### src/hw/rtl/spq_pkg.sv
// spq_pkg: types and codes shared by the sorted priority queue cells and top level
// no dependencies

package spq_pkg;

    localparam int DATA_W = 32;
    localparam int CMD_W  = 2;
    localparam int MODE_W = 2;
    localparam int STAT_W = 2;
    localparam int COUNT_OUT_W = 7;

    // command codes
    localparam logic [CMD_W-1:0] CMD_PUSH   = 2'd0;
    localparam logic [CMD_W-1:0] CMD_POP    = 2'd1;
    localparam logic [CMD_W-1:0] CMD_SEARCH = 2'd2;

    // status codes
    localparam logic [STAT_W-1:0] STATUS_OK    = 2'd0;
    localparam logic [STAT_W-1:0] STATUS_EMPTY = 2'd1;
    localparam logic [STAT_W-1:0] STATUS_FULL  = 2'd2;

    // relation mode bits
    localparam int MODE_LARGER_FIRST = 0;
    localparam int MODE_NEW_FIRST    = 1;

    typedef enum logic {
        ST_IDLE,
        ST_REPORT
    } state_t;

    // broadcast from the top level to every cell
    typedef struct packed {
        logic                     push;
        logic                     pop;
        logic                     search;
        logic signed [DATA_W-1:0] elem;
        logic signed [DATA_W-1:0] prio;
        logic [MODE_W-1:0]        mode;
    } cell_ctrl_t;

    // what a cell shows to its neighbors
    typedef struct packed {
        logic                     occupied;
        logic                     ahead;
        logic signed [DATA_W-1:0] elem;
        logic signed [DATA_W-1:0] prio;
    } cell_link_t;

    // true when a held priority is still served before the new one
    function automatic logic stays_ahead(
        input logic signed [DATA_W-1:0] held_p,
        input logic signed [DATA_W-1:0] new_p,
        input logic [MODE_W-1:0]        mode
    );
        logic res;
        if (held_p == new_p) begin
            res = ~mode[MODE_NEW_FIRST];
        end
        else if (mode[MODE_LARGER_FIRST]) begin
            res = (held_p > new_p);
        end
        else begin
            res = (held_p < new_p);
        end
        return res;
    endfunction

endpackage

### src/hw/rtl/spq_cell.sv
// spq_cell: one slot of the sorted chain, holding an element, its priority and an occupied flag
// depends on spq_pkg

module spq_cell
    import spq_pkg::*;
(
    input  logic       clk,
    input  logic       rst_n,
    input  cell_ctrl_t ctrl,
    input  cell_link_t left,
    input  cell_link_t right,
    output cell_link_t self,
    output logic       match
);

    logic                     occ_reg, occ_next;
    logic signed [DATA_W-1:0] elem_reg, elem_next;
    logic signed [DATA_W-1:0] prio_reg, prio_next;
    logic                     match_reg, match_next;
    logic                     ahead;

    // this slot and every slot in front of it stay ahead of the incoming entry,
    // so the insert point is the first slot that does not
    assign ahead = occ_reg & left.ahead & stays_ahead(prio_reg, ctrl.prio, ctrl.mode);

    // shift, insert, hold or flag a search match
    always_comb
    begin
        occ_next   = occ_reg;
        elem_next  = elem_reg;
        prio_next  = prio_reg;
        match_next = 1'b0;
        if (ctrl.push) begin
            occ_next = occ_reg | left.occupied;
            if (!ahead) begin
                if (left.ahead) begin
                    elem_next = ctrl.elem;
                    prio_next = ctrl.prio;
                end
                else begin
                    elem_next = left.elem;
                    prio_next = left.prio;
                end
            end
        end
        else if (ctrl.pop) begin
            occ_next  = right.occupied;
            elem_next = right.elem;
            prio_next = right.prio;
        end
        else if (ctrl.search) begin
            match_next = occ_reg & (elem_reg == ctrl.elem);
        end
    end

    // control flags
    always_ff @(posedge clk or negedge rst_n)
    begin
        if (!rst_n) begin
            occ_reg   <= 1'b0;
            match_reg <= 1'b0;
        end
        else begin
            occ_reg   <= occ_next;
            match_reg <= match_next;
        end
    end

    // payload
    always_ff @(posedge clk)
    begin
        elem_reg <= elem_next;
        prio_reg <= prio_next;
    end

    assign self.occupied = occ_reg;
    assign self.ahead    = ahead;
    assign self.elem     = elem_reg;
    assign self.prio     = prio_reg;
    assign match         = match_reg;

endmodule

### config.mk
export PLATFORM = sky130hd
export DESIGN_NAME = spq_cell
export DESIGN_NICKNAME = d
export VERILOG_FILES = /design/src/hw/rtl/spq_pkg.sv /design/src/hw/rtl/spq_cell.sv
export SDC_FILE = /design/constraint.sdc
export NUM_CORES = 1
export LEC_CHECK = 0
export ABC_AREA = 1
export BUFFER_PORTS_ARGS = -buffer_cell sky130_fd_sc_hd__buf_4
export CORE_AREA = 2 2 104 106
export CTS_CLUSTER_SIZE = 16
export DETAILED_ROUTE_END_ITERATION = 10
export DIE_AREA = 0 0 106 108
export PLACE_DENSITY = 0.9
export SYNTH_ARGS = -nofsm -noshare
export SYNTH_HDL_FRONTEND = slang
export SYNTH_SLANG_ARGS = --single-unit
export TNS_END_PERCENT = 30
### constraint.sdc
create_clock -name clk -period 5.4 [get_ports clk]
set_clock_uncertainty 0.1 [all_clocks]
set_input_delay 1.62 -clock clk [delete_from_list [all_inputs] [get_ports clk]]
set_output_delay 1.62 -clock clk [all_outputs]
set_load 0.05 [all_outputs]
==> run summary <==
setup violators final -> 0
WHS Endpoint -> match$_DFF_PN0_
Final GP Congestion -> 0.8171
simple-gate share of the synthesized area -> 0.1954
CP max stage cell -> ha_1
Post-Syn Area -> 4609 µm²
layout cells sized above 1 -> 0.3522
setup ws final -> 0.5257 ns
VDD IR max -> 0.1441 mV
synthesized area per cell -> 7.799 µm²
die height -> 108 µm
Overflow after GRT -> 0
Largest delay share family, worst path -> simple AND/OR/NAND/NOR gates
chain of cells forming the critical path -> buf_4 -> inv_1 -> ha_1 -> nand2_2 -> nor2_2 -> nand2_1 -> nor4_2 -> and2_1 -> nand2_1 -> nand2_1 -> inv_1 -> nand2_2 -> inv_1 -> buf_4
final net count -> 1079
Total GRT Usage -> 0.2678
Cells after Synth -> 591
initial core utilization -> 0.4505
Reg-to-Reg End -> prio_reg[14]$_DFFE_PP_
Reg2Reg Depth -> 13
Post-synth EDFFs -> 64
Cell Pwr Density -> 258.1 nW/µm²
largest net degree at the start of global routing -> 69
Tot Pwr -> 1781 µW
setup repair bufs after CTS -> 0
worst hold path startpoint -> elem_reg[28]$_DFFE_PP_
setup TNS -> 0 ns
row count -> 37
Synth top area share -> 0.4169
Layout area overhead -> 49.70%
post-synthesis sequential area ratio -> 0.4278
Static Leakage -> 0.003367 µW
CTS clk-pin slew, worst paths -> 0.07 ns
die area -> 11450 µm²
largest family of logic cells by synthesized area -> simple AND/OR/NAND/NOR gates
Area contributors post-synth -> edfxtp_1 (42%), nand2_1 (9.9%), ha_1 (8.7%), o21ai_0 (8.5%), nor2_1 (6.4%)
Post-Synth Adder-Cell Area -> 0.08686
Commonest cells post-synth -> nand2_1 (122), nor2_1 (78), o21ai_0 (78)
largest area contributor in the netlist -> edfxtp_1
Synth Area in XOR/XNOR -> 0.02280
Setup WS pre-CTS -> 0.5334 ns
Crit. End Element -> output pin
fill count -> 854
DRT Pass-1 Iters -> 5
highest clock rate -> 205.2 MHz
Routed Antenna Nets -> 0
Skew-Pair Late Insertion Delay -> 0.34 ns
DR vias -> 5086
Max Root-Sink Buffers -> 2
Hold Path Class -> register to register
Crit Path Class -> primary input to output pin
multiplexer area fraction after synthesis -> 0
Crit path largest cell delay -> 0.33 ns
maxcap violations -> 0
vias in the first global route -> 4976
Hold Buf Count CTS -> 0
Core ar. -> 10230 µm²
DIE WIDTH -> 106 µm
Post-Route WL -> 15400 µm
Worst-Margin Slew -> 1.200 ns
final slew viol count -> 0
RSZ-0062 raised after global routing -> no
CTS resizes -> 0
drc violations -> 0
crit path launch type -> primary input
fin crit period -> 4.874 ns
first-pass GRT wire length -> 24100 µm
Max-slew headroom -> 0.1999
ant diodes -> 0
worst hold path depth -> 5
CP Buf/Inv Count -> 5
Top FF cell, synth -> edfxtp_1
htree depth -> 3
FF-to-FF Start -> prio_reg[31]$_DFFE_PP_
clock sink count -> 66
DRT iter0 DRCs -> 283
# port buffers -> 268
outcome -> finished clean
Via density -> 5.163
Clock Tree Root -> clkbuf_8
synthesized flop and latch total -> 66
Synth warnings -> 0
CTS buffer count -> 9
Synth Area in Compound Gates -> 0.1903
final core utilization -> 0.6745
most frequent cell after synthesis -> nand2_1
worst hold margin -> 0.5944 ns
syn_nets -> 826
Final HPWL DP -> 11490 µm
register-to-register setup slack -> 2.67 ns
Yosys cell types -> 33
final hold violations -> 0
CP arrival -> 3.15 ns
Req. time, crit path -> 3.68 ns
I/O pin count -> 270
WL per Instance -> 15.63 µm
CTS tree -> yes
initial antenna violation count -> 0
crit-path max FO -> 3
period utilisation layout -> 0.9027
asr flop ratio synth -> 0.03030
==> through the flow <==
stage	std cells	instance area (µm²)
after floorplan	591	4609
after global placement	969	6711
after detailed placement	969	6711
after CTS	985	6900
after global routing	985	6900
final	985	6900
==> power breakdown <==
part	switching [µW]	internal, µW	total [µW]
Sequential	38.2	641	679
Clock	194	226	419
Combinational	424	259	683
==> per-layer routing <==
| layer | share of wire | global-route usage | wire length (µm) |
|---|---|---|---|
| met5 | 0 | 0 | 0 |
| met4 | 0.036 | 0.1212 | 554 |
| met3 | 0.084 | 0.06148 | 1294 |
| met2 | 0.51 | 0.4935 | 7856 |
| met1 | 0.37 | 0.2941 | 5692 |
==> worst max-delay path by stage <==
stage / cells past startpoint / start / to / slack [ns]
floorplan: 13 / ctrl[33] / elem_reg[0]$_DFFE_PP_ / 0.73
global placement: 14 / ctrl[33] / self[64] / 0.54
detailed placement: 14 / ctrl[33] / self[64] / 0.53
CTS: 14 / ctrl[33] / self[64] / 0.52
global route: 15 / ctrl[33] / self[64] / 0.28
finish: 14 / ctrl[33] / self[64] / 0.53
==> worst register-to-register path, delay by kind of cell (launching register included) <==
family        cells  cell delay [ns]
fa+ha+maj         1             0.37
flops             1             0.42
buf+inv           2             0.38
simple gates     10             1.07
==> placed cells by master (no fill, tap or decap), types with 3 or more instances in the layout <==
cell type,synthesis,routed
or2_2,7,7
a221oi_1,6,6
nor2_1,78,78
nand2_2,2,3
a22o_1,3,3
a21oi_1,14,14
nand3_1,5,5
inv_2,2,3
clkbuf_8,0,10
o22ai_1,6,6
nand2_1,122,121
clkbuf_1,24,3
xor2_1,7,7
nand4_1,3,3
edfxtp_1,64,64
buf_4,2,270
inv_1,60,59
xnor2_1,5,5
ha_1,32,32
o21ai_1,54,54
o21ai_0,78,78
==> area by class of cell <==
class | instances | area [µm²] | area share
inverter | 63 | 236.5 | 0.03427
timing repair buffer | 271 | 2047 | 0.2966
multi-input combinational | 433 | 2286 | 0.3313
sequential | 66 | 1972 | 0.2858
clock inverter | 3 | 40.04 | 0.005802
clock buffer | 13 | 148.9 | 0.02158
tap | 136 | 170.2 | 0.02466
==> cell families (layout without fill, tap and decap cells) <==
logic type	Yosys count	after routing
AND/OR/NAND/NOR	224	224
AO/OA/AOI/OAI	165	165
buffers and inverters	92	350
flip-flops	66	66
adder cells (fa/ha/maj)	32	32
XOR/XNOR	12	12
No activity file was read; power rests on OpenSTA's default activity.
